<file path="src/design/gbn_pkg.sv">
// ----------------------------------------------------------------------------
// gbn_pkg
// Types, codes and helpers shared by the Go-Back-N sender modules.
// ----------------------------------------------------------------------------
package gbn_pkg;

  localparam int MAX_SEQ_BITS = 6;
  localparam int SEQ_W        = MAX_SEQ_BITS;
  localparam int OP_W         = 3;
  localparam int KIND_W       = 2;
  localparam int SBITS_W      = 3;
  localparam int TICK_W       = 16;
  localparam int CFG_IDX_W    = 2;
  localparam int CFG_DATA_W   = 16;

  localparam logic [SEQ_W-1:0] QUEUE_MAX = {SEQ_W{1'b1}};

  typedef enum logic [OP_W-1:0] {
    OP_START  = 3'd0,
    OP_TICK   = 3'd1,
    OP_QREPLY = 3'd2,
    OP_ACK    = 3'd3,
    OP_RNR    = 3'd4,
    OP_RR     = 3'd5
  } op_e_t;

  typedef enum logic [KIND_W-1:0] {
    KIND_QUERY = 2'd0,
    KIND_NEW   = 2'd1,
    KIND_RETX  = 2'd2
  } kind_e_t;

  typedef enum logic [CFG_IDX_W-1:0] {
    CFG_SEQ_BITS = 2'd0,
    CFG_TIMEOUT  = 2'd1,
    CFG_INTERVAL = 2'd2
  } cfg_idx_e_t;

  typedef enum logic [1:0] {
    ST_IDLE,
    ST_EVAL,
    ST_EMIT
  } state_e_t;

  typedef struct packed {
    logic load;
    logic eval;
    logic emit_query;
    logic emit_retx;
    logic emit_send;
    logic disarm;
    logic last;
  } dp_cmd_t;

  typedef struct packed {
    logic query_pend;
    logic retx_pend;
    logic retx_one;
    logic try_pend;
    logic send_ok;
    logic slot_free;
  } dp_status_t;

  // sequence-number mask; width clamped to 1..MAX_SEQ_BITS
  function automatic logic [SEQ_W-1:0] seq_mask(input logic [SBITS_W-1:0] bits);
    logic [SBITS_W-1:0] b;
    logic [SEQ_W:0]     m;
    b = bits;
    if (b < SBITS_W'(1)) b = SBITS_W'(1);
    if (b > SBITS_W'(MAX_SEQ_BITS)) b = SBITS_W'(MAX_SEQ_BITS);
    m = ((SEQ_W+1)'(1) << b) - (SEQ_W+1)'(1);
    return m[SEQ_W-1:0];
  endfunction

endpackage

</file>
<file path="src/design/gbn_in_if.sv">
// ----------------------------------------------------------------------------
// gbn_in_if
// Event channel into the sender: op code and number.
// ----------------------------------------------------------------------------
interface gbn_in_if;
  logic                       valid;
  logic                       ready;
  logic [gbn_pkg::OP_W-1:0]   op;
  logic [gbn_pkg::SEQ_W-1:0]  number;

  modport source (output valid, output op, output number, input ready);
  modport sink   (input valid, input op, input number, output ready);
endinterface

</file>
<file path="src/design/gbn_out_if.sv">
// ----------------------------------------------------------------------------
// gbn_out_if
// Packet channel out of the sender: kind, sequence number, last flag.
// ----------------------------------------------------------------------------
interface gbn_out_if;
  logic                       valid;
  logic                       ready;
  logic [gbn_pkg::KIND_W-1:0] kind;
  logic [gbn_pkg::SEQ_W-1:0]  seq;
  logic                       last;

  modport source (output valid, output kind, output seq, output last, input ready);
  modport sink   (input valid, input kind, input seq, input last, output ready);
endinterface

</file>
<file path="src/design/gbn_cfg_if.sv">
// ----------------------------------------------------------------------------
// gbn_cfg_if
// Configuration write channel: register index and write data.
// ----------------------------------------------------------------------------
interface gbn_cfg_if;
  logic                           valid;
  logic                           ready;
  logic [gbn_pkg::CFG_IDX_W-1:0]  index;
  logic [gbn_pkg::CFG_DATA_W-1:0] data;

  modport source (output valid, output index, output data, input ready);
  modport sink   (input valid, input index, input data, output ready);
endinterface

</file>
<file path="src/design/gbn_dp.sv">
// ----------------------------------------------------------------------------
// gbn_dp
// Datapath: config registers, protocol state, timers, queue window and the
// output register.
// ----------------------------------------------------------------------------
module gbn_dp (
  input  logic                      clk,
  input  logic                      rst,
  input  gbn_pkg::dp_cmd_t          cmd,
  output gbn_pkg::dp_status_t       status,
  input  logic [gbn_pkg::OP_W-1:0]  req_op,
  input  logic [gbn_pkg::SEQ_W-1:0] req_number,
  gbn_out_if.source                 rsp,
  gbn_cfg_if.sink                   cfg
);
  import gbn_pkg::*;

  logic [SBITS_W-1:0] seq_bits;
  logic [TICK_W-1:0]  timeout_ticks;
  logic [TICK_W-1:0]  send_interval_ticks;

  logic [OP_W-1:0]    op_q;
  logic [SEQ_W-1:0]   number_q;

  logic [SEQ_W-1:0]   window_size;
  logic [SEQ_W-1:0]   send_base;
  logic [SEQ_W-1:0]   next_seq;
  logic [SEQ_W-1:0]   queue_head;
  logic [SEQ_W-1:0]   queue_count;
  logic               receiver_ready;
  logic               send_armed;
  logic               timeout_running;
  logic [TICK_W-1:0]  timeout_count;
  logic [TICK_W-1:0]  send_count;

  logic [SEQ_W-1:0]   retx_left;
  logic [SEQ_W-1:0]   retx_ptr;
  logic               query_pend;
  logic               try_pend;

  logic               out_valid;
  logic [KIND_W-1:0]  out_kind;
  logic [SEQ_W-1:0]   out_seq;
  logic               out_last;

  logic [SEQ_W-1:0]   mask;
  logic [TICK_W-1:0]  eff_timeout;
  logic [TICK_W-1:0]  eff_interval;
  logic [SEQ_W-1:0]   seq_gap;
  logic               send_ok;
  logic [SEQ_W-1:0]   ack_k;
  logic               ack_hit;
  logic [SEQ_W-1:0]   ack_count;
  logic               emit_any;

  assign mask         = seq_mask(seq_bits);
  assign eff_timeout  = (timeout_ticks == '0) ? TICK_W'(1) : timeout_ticks;
  assign eff_interval = (send_interval_ticks == '0) ? TICK_W'(1) : send_interval_ticks;

  // modular distance from the base decides whether the window has room
  assign seq_gap = (next_seq - send_base) & mask;
  assign send_ok = receiver_ready && (seq_gap < window_size) && (queue_count != QUEUE_MAX);

  assign ack_k     = (number_q - queue_head) & mask;
  assign ack_hit   = (number_q <= mask) && (ack_k < queue_count);
  assign ack_count = ack_hit ? (queue_count - ack_k) : '0;

  assign emit_any = cmd.emit_query | cmd.emit_retx | cmd.emit_send;

  assign status.query_pend = query_pend;
  assign status.retx_pend  = (retx_left != '0);
  assign status.retx_one   = (retx_left == SEQ_W'(1));
  assign status.try_pend   = try_pend;
  assign status.send_ok    = send_ok;
  assign status.slot_free  = !out_valid || rsp.ready;

  assign cfg.ready  = 1'b1;
  assign rsp.valid  = out_valid;
  assign rsp.kind   = out_kind;
  assign rsp.seq    = out_seq;
  assign rsp.last   = out_last;

  always_ff @(posedge clk) begin
    if (rst) begin
      seq_bits            <= SBITS_W'(3);
      timeout_ticks       <= TICK_W'(5000);
      send_interval_ticks <= TICK_W'(1000);
      window_size         <= '0;
      send_base           <= '0;
      next_seq            <= '0;
      queue_head          <= '0;
      queue_count         <= '0;
      receiver_ready      <= 1'b1;
      send_armed          <= 1'b0;
      timeout_running     <= 1'b0;
      timeout_count       <= '0;
      send_count          <= '0;
      retx_left           <= '0;
      retx_ptr            <= '0;
      query_pend          <= 1'b0;
      try_pend            <= 1'b0;
      out_valid           <= 1'b0;
    end else begin
      if (cfg.valid) begin
        case (cfg.index)
          CFG_SEQ_BITS: seq_bits            <= cfg.data[SBITS_W-1:0];
          CFG_TIMEOUT:  timeout_ticks       <= cfg.data[TICK_W-1:0];
          CFG_INTERVAL: send_interval_ticks <= cfg.data[TICK_W-1:0];
          default: ;
        endcase
      end

      if (cmd.eval) begin
        case (op_q)
          OP_START: begin
            window_size     <= '0;
            send_base       <= '0;
            next_seq        <= '0;
            queue_head      <= '0;
            queue_count     <= '0;
            receiver_ready  <= 1'b1;
            send_armed      <= 1'b0;
            timeout_running <= 1'b0;
            timeout_count   <= '0;
            send_count      <= '0;
            query_pend      <= 1'b1;
          end
          OP_TICK: begin
            if (timeout_running) begin
              if (timeout_count > TICK_W'(1)) begin
                timeout_count <= timeout_count - TICK_W'(1);
              end else begin
                timeout_count <= eff_timeout;
                retx_left     <= queue_count;
                retx_ptr      <= queue_head;
              end
            end
            if (send_armed) begin
              if (send_count > TICK_W'(1)) begin
                send_count <= send_count - TICK_W'(1);
              end else begin
                try_pend <= 1'b1;
              end
            end
          end
          OP_QREPLY: begin
            window_size <= number_q;
            try_pend    <= 1'b1;
          end
          OP_ACK: begin
            send_base <= number_q;
            if (ack_hit) queue_head <= number_q;
            queue_count <= ack_count;
            if (ack_count != '0) begin
              timeout_running <= 1'b1;
              timeout_count   <= eff_timeout;
            end else begin
              timeout_running <= 1'b0;
              timeout_count   <= '0;
            end
          end
          OP_RNR: receiver_ready <= 1'b0;
          OP_RR: begin
            receiver_ready <= 1'b1;
            try_pend       <= 1'b1;
          end
          default: ;
        endcase
      end

      if (cmd.emit_query) query_pend <= 1'b0;

      if (cmd.emit_retx) begin
        retx_left <= retx_left - SEQ_W'(1);
        retx_ptr  <= retx_ptr + SEQ_W'(1);
      end

      if (cmd.emit_send) begin
        if (queue_count == '0) queue_head <= next_seq & mask;
        queue_count <= queue_count + SEQ_W'(1);
        if (!timeout_running) begin
          timeout_running <= 1'b1;
          timeout_count   <= eff_timeout;
        end
        next_seq   <= (next_seq + SEQ_W'(1)) & mask;
        send_armed <= 1'b1;
        send_count <= eff_interval;
        try_pend   <= 1'b0;
      end

      if (cmd.disarm) begin
        send_armed <= 1'b0;
        try_pend   <= 1'b0;
      end

      if (emit_any) begin
        out_valid <= 1'b1;
      end else if (rsp.ready) begin
        out_valid <= 1'b0;
      end
    end
  end

  // payload registers
  always_ff @(posedge clk) begin
    if (cmd.load) begin
      op_q     <= req_op;
      number_q <= req_number;
    end
    if (emit_any) begin
      out_last <= cmd.last;
      if (cmd.emit_query) begin
        out_kind <= KIND_QUERY;
        out_seq  <= '0;
      end else if (cmd.emit_retx) begin
        out_kind <= KIND_RETX;
        out_seq  <= retx_ptr & mask;
      end else begin
        out_kind <= KIND_NEW;
        out_seq  <= next_seq & mask;
      end
    end
  end

endmodule

</file>
<file path="src/design/gbn_ctrl.sv">
// ----------------------------------------------------------------------------
// gbn_ctrl
// Controller: takes one event, has the datapath evaluate it, then sequences
// the query, retransmit burst and new-data send into the output register.
// ----------------------------------------------------------------------------
module gbn_ctrl (
  input  logic                clk,
  input  logic                rst,
  input  logic                in_valid,
  output logic                in_ready,
  input  gbn_pkg::dp_status_t status,
  output gbn_pkg::dp_cmd_t    cmd
);
  import gbn_pkg::*;

  state_e_t state;
  state_e_t state_next;

  always_ff @(posedge clk) begin
    if (rst) begin
      state <= ST_IDLE;
    end else begin
      state <= state_next;
    end
  end

  always_comb begin
    state_next = state;
    case (state)
      ST_IDLE: begin
        if (in_valid) state_next = ST_EVAL;
      end
      ST_EVAL: state_next = ST_EMIT;
      ST_EMIT: begin
        if (!status.query_pend && !status.retx_pend && !status.try_pend) begin
          state_next = ST_IDLE;
        end
      end
      default: state_next = ST_IDLE;
    endcase
  end

  always_comb begin
    cmd      = '0;
    in_ready = 1'b0;
    case (state)
      ST_IDLE: begin
        in_ready = 1'b1;
        cmd.load = in_valid;
      end
      ST_EVAL: cmd.eval = 1'b1;
      ST_EMIT: begin
        if (status.query_pend) begin
          cmd.emit_query = status.slot_free;
          cmd.last       = 1'b1;
        end else if (status.retx_pend) begin
          cmd.emit_retx = status.slot_free;
          // the burst ends the transaction unless a new send follows it
          cmd.last      = status.retx_one && !(status.try_pend && status.send_ok);
        end else if (status.try_pend) begin
          if (status.send_ok) begin
            cmd.emit_send = status.slot_free;
            cmd.last      = 1'b1;
          end else begin
            cmd.disarm = 1'b1;
          end
        end
      end
      default: ;
    endcase
  end

endmodule

</file>
<file path="src/design/go_back_n_sender.sv">
// Order: an accepted event passes IDLE, EVAL and EMIT; in EMIT its first packet enters the output register.
// Flow: the controller takes a new event only in IDLE, once every packet of the
//   last one has been emitted; a timeout burst emits one sequence number per
//   cycle while the output register is free (not held by rsp.ready).
// Reset: rst (synchronous) restores config defaults 3/5000/1000 and clears
//   all protocol state; no clearing pass is needed.
// ----------------------------------------------------------------------------
// go_back_n_sender
// Go-Back-N ARQ sender: query handshake, paced new sends, timeout resend.
// ----------------------------------------------------------------------------
module go_back_n_sender (
  input  logic      clk,
  input  logic      rst,
  gbn_in_if.sink    req,
  gbn_out_if.source rsp,
  gbn_cfg_if.sink   cfg
);
  import gbn_pkg::*;

  dp_cmd_t    cmd;
  dp_status_t status;
  logic       in_ready;

  assign req.ready = in_ready;

  gbn_ctrl u_ctrl (
    .clk      (clk),
    .rst      (rst),
    .in_valid (req.valid),
    .in_ready (in_ready),
    .status   (status),
    .cmd      (cmd)
  );

  gbn_dp u_dp (
    .clk        (clk),
    .rst        (rst),
    .cmd        (cmd),
    .status     (status),
    .req_op     (req.op),
    .req_number (req.number),
    .rsp        (rsp),
    .cfg        (cfg)
  );

endmodule
</file>
<file path="src/flat_wrapper.sv">
// flat-port wrapper written by rule: the top's interface ports become plain ports
module go_back_n_sender_flat import gbn_pkg::*;
  (clk, rst, req_valid, req_op, req_number, req_ready, rsp_valid, rsp_kind, rsp_seq, rsp_last, rsp_ready, cfg_valid, cfg_index, cfg_data, cfg_ready);
  gbn_in_if req_i ();
  gbn_out_if rsp_i ();
  gbn_cfg_if cfg_i ();
  input  logic clk;
  input  logic rst;
  input wire logic [$bits(req_i.valid)-1:0] req_valid;
  input wire logic [$bits(req_i.op)-1:0] req_op;
  input wire logic [$bits(req_i.number)-1:0] req_number;
  output wire logic [$bits(req_i.ready)-1:0] req_ready;
  output wire logic [$bits(rsp_i.valid)-1:0] rsp_valid;
  output wire logic [$bits(rsp_i.kind)-1:0] rsp_kind;
  output wire logic [$bits(rsp_i.seq)-1:0] rsp_seq;
  output wire logic [$bits(rsp_i.last)-1:0] rsp_last;
  input wire logic [$bits(rsp_i.ready)-1:0] rsp_ready;
  input wire logic [$bits(cfg_i.valid)-1:0] cfg_valid;
  input wire logic [$bits(cfg_i.index)-1:0] cfg_index;
  input wire logic [$bits(cfg_i.data)-1:0] cfg_data;
  output wire logic [$bits(cfg_i.ready)-1:0] cfg_ready;
  assign req_i.valid = req_valid;
  assign req_i.op = req_op;
  assign req_i.number = req_number;
  assign req_ready = req_i.ready;
  assign rsp_valid = rsp_i.valid;
  assign rsp_kind = rsp_i.kind;
  assign rsp_seq = rsp_i.seq;
  assign rsp_last = rsp_i.last;
  assign rsp_i.ready = rsp_ready;
  assign cfg_i.valid = cfg_valid;
  assign cfg_i.index = cfg_index;
  assign cfg_i.data = cfg_data;
  assign cfg_ready = cfg_i.ready;
  go_back_n_sender u_core (.clk(clk), .rst(rst), .req(req_i), .rsp(rsp_i), .cfg(cfg_i));
endmodule
</file>
<file path="config.mk">
export PLATFORM = sky130hd
export DESIGN_NAME = go_back_n_sender_flat
export DESIGN_NICKNAME = d
export VERILOG_FILES = /design/src/design/gbn_pkg.sv /design/src/design/gbn_in_if.sv /design/src/design/gbn_out_if.sv /design/src/design/gbn_cfg_if.sv /design/src/design/gbn_dp.sv /design/src/design/gbn_ctrl.sv /design/src/design/go_back_n_sender.sv /design/src/flat_wrapper.sv
export SDC_FILE = /design/constraint.sdc
export NUM_CORES = 1
export LEC_CHECK = 0
export ABC_AREA = 1
export BUFFER_PORTS_ARGS = -buffer_cell sky130_fd_sc_hd__buf_2
export CAP_MARGIN = 40
export CORE_MARGIN = 2
export CORE_UTILIZATION = 25
export DETAILED_ROUTE_END_ITERATION = 10
export GPL_ROUTABILITY_DRIVEN = 0
export PLACE_DENSITY_LB_ADDON = 0.15
export SKIP_LAST_GASP = 1
export SLEW_MARGIN = 20
export SYNTH_ARGS = -nofsm -noshare
export SYNTH_HDL_FRONTEND = slang
export SYNTH_SLANG_ARGS = --single-unit
export TNS_END_PERCENT = 100
</file>
<file path="constraint.sdc">
create_clock -name clk -period 6.9 [get_ports clk]
set_clock_uncertainty 0.15 [all_clocks]
set_input_delay 1.38 -clock clk [delete_from_list [all_inputs] [get_ports clk]]
set_output_delay 1.38 -clock clk [all_outputs]
set_load 0.01 [all_outputs]
</file>
# Yosys cells after proc, flatten, opt, wreduce, memory -nomap -nowiden
# Index checks and enable logic that the tools add are counted.
# totals
reg_bits,135
inputBits,32
out_inout_bits,12
wordCells,191
# op_classes
addsub,10
n_lt_le_gt_ge,7
n_eq_ne,18
n_shift,1
mux,73
bitwise,7
n_reduce_logical,51
# op_table
cell,count
two-way mux 16 bit,12
two-way mux 6 bit,21
case mux 16 bit (3 select lines),1
case mux 6 bit (2 select lines),4
greater-than comparator 16 x 1 -> 1 bit (second input constant),2
logical NOT 16 bit,2
case mux 16 bit (2 select lines),1
subtractor 16 x 1 -> 16 bit (second input constant),2
AND 6 bit,5
two-way mux 1 bit,21
AND reduction 2 bit,10
nonzero test 2 bit,10
adder 6 x 1 -> 6 bit (second input constant),3
subtractor 6 bit,3
less-than comparator 6 bit,2
two-way mux 3 bit,4
AND reduction 4 bit,3
nonzero test 6 bit,2
!= test 2 bit (second input constant),5
two-way mux 2 bit,4
OR reduction 2 bit,4
logical AND 1 bit,7
== test 3 x 2 -> 1 bit (second input constant),2
== test 3 bit (second input constant),2
other kinds (23),35

# Logic depth before layout (Yosys ltp)
# Gate-level depths: netlist (run 1).
# logic_depth
ltp_word,19
ltp_mapped,25
ltp_nobuf,24

# By module
# From an unflattened synthesis (run 1), not the netlist that was laid out.
# hier_totals
cells_unflattened,1236
hier_area_um2,8439.3
# by_module_without_submodules
mod,instances,cells_per_inst,area_each_um2,seq_area_each_um2
gbn_dp,1,1203,8270.4,2842.7
gbn_ctrl,1,33,168.9,40.0

# Worst setup path before layout (run 1)
# No wires, ideal clock.
# synth_timing
path_type,flip-flop to flip-flop
from,register u_core.u_dp.send_base[2]
to,"register u_core.u_dp.out_kind[0], in the netlist u_core.u_dp.rsp.kind[0] (enable)"
setup_time_ps,337
arrival_ps,2882
required_ps,6413
path_slack_ps,3531
path_stages_with_launch,20
n_path_buf,1
period_less_slack_ps,3369
cell_sequence,dfxtp_1 > inv_1 > ha_1 > nand2_1 > nor2_1 > a211oi_1 > nor2_1 > nor2_1 > nor2_1 > nor2_1 > xor2_1 > nor2_1 > ha_1 > a21oi_1 > o21a_1 > nand4_1 > nor3_1 > nand2_1 > buf_2 > nand2_1
# synth_between
elab_chain_cells,11
# synth_rtl
item,line_no,text
"start, declared",gbn_dp.sv:26,logic [SEQ_W-1:0] send_base;
"start signal, assigned",gbn_dp.sv:151,send_base <= number_q;
subtractor 6 bit,gbn_dp.sv:61,assign seq_gap = (next_seq - send_base) & mask;
AND 6 bit,gbn_dp.sv:61,
less-than comparator 6 bit,gbn_dp.sv:62,assign send_ok = receiver_ready && (seq_gap < window_size) && (queue_count != QUEUE_MAX);
logical AND 1 bit (2 in series),gbn_dp.sv:62,
two-way mux 1 bit,gbn_ctrl.sv:61,if (status.send_ok) begin
two-way mux 3 bit,gbn_ctrl.sv:60,end else if (status.try_pend) begin
two-way mux 2 bit,gbn_ctrl.sv:56,end else if (status.retx_pend) begin
two-way mux 3 bit,gbn_ctrl.sv:53,if (status.query_pend) begin
two-way mux 5 bit,gbn_ctrl.sv:46,case (state)
bitwise OR 1 bit,gbn_dp.sv:68,assign emit_any = cmd.emit_query | cmd.emit_retx | cmd.emit_send;
via u_core.u_dp.emit_any,gbn_dp.sv:54,logic emit_any;
"end signal, assigned",gbn_dp.sv:213,out_kind <= KIND_QUERY;
"end signal, assigned",gbn_dp.sv:216,out_kind <= KIND_RETX;
"end signal, assigned",gbn_dp.sv:219,out_kind <= KIND_NEW;
"end, declared",gbn_dp.sv:42,logic [KIND_W-1:0] out_kind;
# The timed path passes the listed nets, and every way through them passes these cells.
# A chain may end at the register's enable or synchronous reset.

# Worst setup path in the final report (run 1)
# layout_timing
from,register u_core.u_dp.next_seq[2]
to,register u_core.u_dp.timeout_count[7]
# layout_between
elab_chain_cells,11
# layout_rtl
item,line_no,text
"start, declared",gbn_dp.sv:27,logic [SEQ_W-1:0] next_seq;
"start signal, assigned",gbn_dp.sv:185,next_seq <= (next_seq + SEQ_W'(1)) & mask;
subtractor 6 bit,gbn_dp.sv:61,
AND 6 bit,gbn_dp.sv:61,
less-than comparator 6 bit,gbn_dp.sv:62,
logical AND 1 bit (2 in series),gbn_dp.sv:62,
two-way mux 1 bit,gbn_ctrl.sv:61,
two-way mux 3 bit,gbn_ctrl.sv:60,
two-way mux 2 bit,gbn_ctrl.sv:56,
two-way mux 3 bit,gbn_ctrl.sv:53,
two-way mux 5 bit,gbn_ctrl.sv:46,
two-way mux 16 bit,gbn_dp.sv:178,if (cmd.emit_send) begin
"end signal, assigned",gbn_dp.sv:133,timeout_count <= eff_timeout;
"end signal, assigned",gbn_dp.sv:156,timeout_count <= eff_timeout;
"end signal, assigned",gbn_dp.sv:183,timeout_count <= eff_timeout;
"end, declared",gbn_dp.sv:33,logic [TICK_W-1:0] timeout_count;
# No other way between the ends.

==> results of run 1 <==
critical path: stages, from the launching register on:
cell and delay, ps:
dfxtp_1 430, ha_1 300, nand2_1 70, nor2_1 40
a211oi_1 300, nor2_1 80, nor2_1 90, nor2_1 40
nor2_1 110, xor2_1 160, nor2_1 60, ha_1 310
a21oi_1 140, o21a_1 130, nand4_1 130, nor2_1 160
nand2_1 100, nor2_4 550, nand2_2 530, nand2_4 370
nand2_1 80, a21oi_1 130
worst paths after layout:
kind	to	slack [ps]	cells after the start
max	u_core.u_dp.timeout_count[7]	2360	21
max reg2reg	u_core.u_dp.timeout_count[7]	2360	21
min	u_core.u_dp.send_base[4]	320	2
min reg2reg	u_core.u_dp.send_base[4]	320	2
Yosys cell counts, drive strengths merged, types with 8 or more instances:
master / number
o22ai: 8
nand3: 89
dfxtp: 117
xor2: 20
edfxtp: 18
nand2: 325
a21oi: 112
inv: 156
o211ai: 12
clkbuf: 21
nor2: 125
a31oi: 9
o21ai: 70
buf: 19
nor3: 22
nand4: 11
ha: 37
routing by layer:
| metal | wire [um] | vias to the layer above | part of all wire | GRT usage |
|---|---|---|---|---|
| met2 | 10900 | 123 | 0.42 | 0.232 |
| li1 | - | 4035 | - | - |
| met4 | 301 | 0 | 0.012 | 0.0450 |
| met5 | 0 | - | 0 | 0 |
| met3 | 858 | 17 | 0.033 | 0.0243 |
| met1 | 14100 | 3545 | 0.54 | 0.234 |
layout make-up:
class                      count  area, sq um
fill                        3630        23000
timing repair buffer          52          285
sequential                   135         2880
tap                          442          553
clock inverter                10          138
multi-input combinational    886         4610
inverter                     157          591
clock buffer                  22          517
metrics by stage:
stage               hold WS, ps   util  total power [W]
global route                334  0.294          0.00220
global placement            305  0.274          0.00111
floorplan                   290      -          0.00103
detailed placement          308  0.274          0.00111
CTS                         318  0.294          0.00214
finish                      320  0.294          0.00211
where the power goes:
group | internal [W] | switching (W)
Clock | 0.000640 | 0.000379
Sequential | 0.000817 | 0.0000253
Combinational | 0.0000795 | 0.000169
logic make-up after synthesis:
kind of cell,count (synthesis),synth area share
buf+inv,197,0.0945
compound gates,225,0.155
simple gates,592,0.310
other cells,1,0.000453
flops,135,0.348
xor+xnor,27,0.0286
fa+ha+maj,40,0.0632
registers in the layout, summed over array words and instances, names as in the netlist, 2 cells and up:
register	cells
u_core.u_dp.send_count	16
u_core.u_dp.send_interval_ticks	16
u_core.u_dp.timeout_count	16
u_core.u_dp.timeout_ticks	16
u_core.u_dp.next_seq	6
u_core.u_dp.number_q	6
u_core.u_dp.queue_count	6
u_core.u_dp.queue_head	6
u_core.u_dp.retx_left	6
u_core.u_dp.retx_ptr	6
u_core.u_dp.rsp.seq	6
u_core.u_dp.send_base	6
u_core.u_dp.window_size	6
u_core.u_dp.op_q	3
u_core.u_dp.seq_bits	3
u_core.u_ctrl.state	2
u_core.u_dp.rsp.kind	2
==> flow_summary.json, run 1 <==
{
  "status": "finished, final reports clean",
  "rsz0062_at_grt": "false",
  "drt-initial-drc-count": 521,
  "insertedDiodeCount": 0,
  "placed_area_sq_um": 8930,
  "start_kind": "flop",
  "final_cell_mix": "309 x nand2_1, 133 x inv_1, 117 x nor2_1, 117 x dfxtp_1, 99 x a21oi_1",
  "hpwl_um": 19100,
  "cts-htree-levels": 4,
  "arrival_ps": 4750,
  "async_reset_ff_frac": 0,
  "hold_class": "flop to flop",
  "slew_violations": 0,
  "crit_start": "u_core.u_dp.next_seq[2]",
  "relSlewSlack": 0.495,
  "ctsResizeCount": 0,
  "vias": 7720,
  "finalInstanceArea_sq_um": 9580,
  "period_share": 0.658,
  "synthesis.area_sq_um": 8280,
  "syn_inst": 1217,
  "grt_pass1_wl_um": 41500,
  "clk_latency_ps": 440,
  "fin_crit_ps": 4540,
  "ys_warn_count": 0,
  "tns_ps": 0,
  "dp_worst_setup_slack_ps": 2370,
  "post-cts-setup-buffers": 0,
  "cts_root_buf": "clkbuf_16",
  "end_kind": "flop",
  "wl_um": 26100,
  "synth_cell_types": 51,
  "leakagePower_nw": 4.12,
  "fmax_mhz": 220,
  "worst_slack_ps": 2360,
  "cts_tree": "built",
  "routedWlPerCell_um": 15.3,
  "clk_path_buf_depth": 2,
  "rows": 66,
  "critPathMaxFanout": 27,
  "required_ps": 7110,
  "worst_pin_slew_ps": 753,
  "place_inst": 1672,
  "cts.clk_slew.worst_paths_ps": 60,
  "area_growth_pct": 15.8,
  "syn_avg_cell_area_sq_um": 6.80,
  "vias_per_cell": 4.53,
  "power.density_nw_per_um2": 220,
  "hold_buffers": 0,
  "grtUsageTotal": 0.158,
  "final_common_cell": "nand2_1",
  "numClockSinks": 135,
  "drive_above_1_share": 0.124,
  "synth_flop_cell": "dfxtp_1",
  "fin_nets": 1321,
  "die_w_um": 186,
  "numCtsBuffers": 17,
  "pin_count": 44,
  "final_hold_viol_count": 0,
  "die_h_um": 186,
  "ir_drop_uv": 164,
  "firstDrtPassIters": 4,
  "antenna_found_initial": 0,
  "synth-seq-area-share": 0.348,
  "ys_ff_latch": 135,
  "synth_edf_count": 18,
  "drc": 0,
  "grt_max_degree": 52,
  "min_from": "u_core.u_dp.send_base[4]",
  "drv_cap": 0,
  "ant_nets": 0,
  "setup_viol": 0,
  "synth_top_area_frac": 0.283,
  "worstReg2RegStart": "u_core.u_dp.next_seq[2]",
  "initial_utilization": 0.254,
  "grt_pass1_vias": 7329,
  "io_buffers": 42,
  "coreArea_sq_um": 32500,
  "gr-total-overflow": 0,
  "dieArea_sq_um": 34600,
  "crit_type": "flop to flop",
  "synth_top_area_cell": "dfxtp_1",
  "final_cells": 1704,
  "synthTopCellsByArea": "dfxtp_1 28%, nand2_1 14%, edfxtp_1 6.5%, inv_1 6.1%, a21oi_1 6.0%"
}
Power figures use the tool's default switching activity.
==> inputs of run 2 (changes only) <==
==> constraint.sdc (replaced) <==
create_clock -name clk -period 4 [get_ports clk]
set_clock_uncertainty 0.15 [all_clocks]
set_input_delay 0.8 -clock clk [delete_from_list [all_inputs] [get_ports clk]]
set_output_delay 0.8 -clock clk [all_outputs]
set_load 0.01 [all_outputs]
==> flow_summary.json, run 2 (synthesis gave the netlist of run 1 again) <==
{
  "ir_drop_uv": 219,
  "drt-initial-drc-count": 590,
  "wl_um": 26800,
  "hold_slack_ps": 311,
  "hpwl_um": 19700,
  "arrival_ps": 3880,
  "dp_worst_setup_slack_ps": 233,
  "final_cell_mix": "308 x nand2_1, 133 x inv_1, 117 x dfxtp_1, 116 x nor2_1, 99 x a21oi_1",
  "routedWlPerCell_um": 15.6,
  "path_buf_inv": 2,
  "drv_cap": 0,
  "crit_slowest_cell": "dfxtp_1",
  "dieArea_sq_um": 34600,
  "cts_tree": "built",
  "fin_nets": 1340,
  "hold_class": "flop to flop",
  "antenna_found_initial": 1,
  "final_hold_viol_count": 0,
  "grt_pass1_wl_um": 42300,
  "grt_pass1_vias": 7438,
  "gr-total-overflow": 0,
  "drc": 0,
  "relSlewSlack": 0.493,
  "clk_path_buf_depth": 2,
  "setup_viol": 0,
  "area_growth_pct": 18.9,
  "power_w": 0.00366,
  "clk_latency_ps": 430,
  "critPathMaxStageDelay_ps": 330,
  "numClockSinks": 135,
  "vias_per_cell": 4.59,
  "worst_slack_ps": 290,
  "leakagePower_nw": 4.24,
  "final_common_cell": "nand2_1",
  "path_cells": "inv_1, ha_1, nand2_1, nor2_1, a211oi_1, nor2_1, nor2_1, nor2_1, nor2_1, xor2_1, nor2_1, ha_1, a21oi_1, o21a_1, nand4_1, nor2_2, nand2_1, nor2_4, nand2_8, buf_4, o21ai_1, a21oi_1",
  "die_w_um": 186,
  "required_ps": 4170,
  "cts.clk_slew.worst_paths_ps": 60,
  "end_kind": "flop",
  "grtUsageTotal": 0.160,
  "numCtsBuffers": 17,
  "pin_count": 44,
  "status": "finished, final reports clean",
  "drive_above_1_share": 0.141,
  "cts_root_buf": "clkbuf_16",
  "fmax_mhz": 270,
  "die_h_um": 186,
  "vias": 7915,
  "worst_pin_slew_ps": 761,
  "critPathMaxFanout": 8,
  "rsz0062_at_grt": "true",
  "period_share": 0.927,
  "io_buffers": 42,
  "slew_violations": 0,
  "firstDrtPassIters": 5,
  "rows": 66,
  "grt_max_degree": 51,
  "fin_crit_ps": 3710,
  "cp_top_family": "simple AND/OR/NAND/NOR gates",
  "initial_utilization": 0.254,
  "crit_top_cell": "nor2_1",
  "crit_type": "flop to flop",
  "start_kind": "flop",
  "ant_nets": 0,
  "power.density_nw_per_um2": 372,
  "tns_ps": 0,
  "cts-htree-levels": 4,
  "coreArea_sq_um": 32500
}
==> run 2: changes by cell type in the layout (fill, tap and decap cells not counted), sizes merged <==
cell    previous run  this run
clkinv             6         3
clkbuf            22        27
diode              0         1
inv              156       157
buf               52        69
bufinv             3         2
==> run 2: metrics by stage <==
| stage | util | instance area [sq um] | instances |
|---|---|---|---|
| 2_1_floorplan | - | 8280 | 1218 |
| 3_3_place_gp | 0.277 | 9000 | 1682 |
| 3_5_place_dp | 0.277 | 9030 | 1684 |
| 4_1_cts | 0.298 | 9700 | 1716 |
| 5_1_grt | 0.302 | 9840 | 1723 |
| 6_report | 0.302 | 9840 | 1724 |
==> run 2: repair_timing <==
item / in CTS / in global routing
gates resized for setup: 0 / 17
buffers inserted: 0 / 5
endpoints found under the setup margin: 0 / 52
hold buffers: 0 / 0
==> run 2: cell type report <==
class | instances | area (sq um)
fillers | 3623 | 22700
well taps | 442 | 553
flip-flops and latches | 135 | 2880
inverters | 157 | 591
clock buffers | 25 | 571
multi-input cells | 886 | 4670
repair buffers | 71 | 475
clock inverters | 7 | 97.6
diodes | 1 | 2.50
==> run 2: worst reg2reg max path: cells and delay by family, from the launching register on <==
family | cells | cell delay, ps
and+or+nand+nor | 12 | 1360
xor gates and xnor gates | 1 | 150
buffers and inverters | 2 | 240
adders and majority gates | 2 | 650
AOI/OAI and AO/OA | 5 | 750
DFF | 1 | 330
==> run 2: metal layers <==
layer,share of wire,global-route usage,up-vias
met5,0,0,-
met4,0.0098,0.0340,0
met3,0.037,0.0270,17
met2,0.42,0.238,138
met1,0.53,0.238,3679
li1,-,-,4081
==> run 2: final timing paths <==
kind                                 start                       endpoint  slack [ps]  cells after the start
setup / recovery  u_core.u_dp.send_base[2]  u_core.u_dp.timeout_count[11]         290                     22
hold / removal    u_core.u_dp.send_base[2]       u_core.u_dp.send_base[2]         310                      2
setup reg to reg  u_core.u_dp.send_base[2]  u_core.u_dp.timeout_count[11]         290                     22
hold reg to reg   u_core.u_dp.send_base[2]       u_core.u_dp.send_base[2]         310                      2
==> run 2: power breakdown <==
part	total (W)	switching (W)	leakage [nW]	internal, W
clock network	0.00177	0.000644	0.323	0.00112
logic	0.000445	0.000302	2.80	0.000144
registers	0.00145	0.0000434	1.12	0.00141
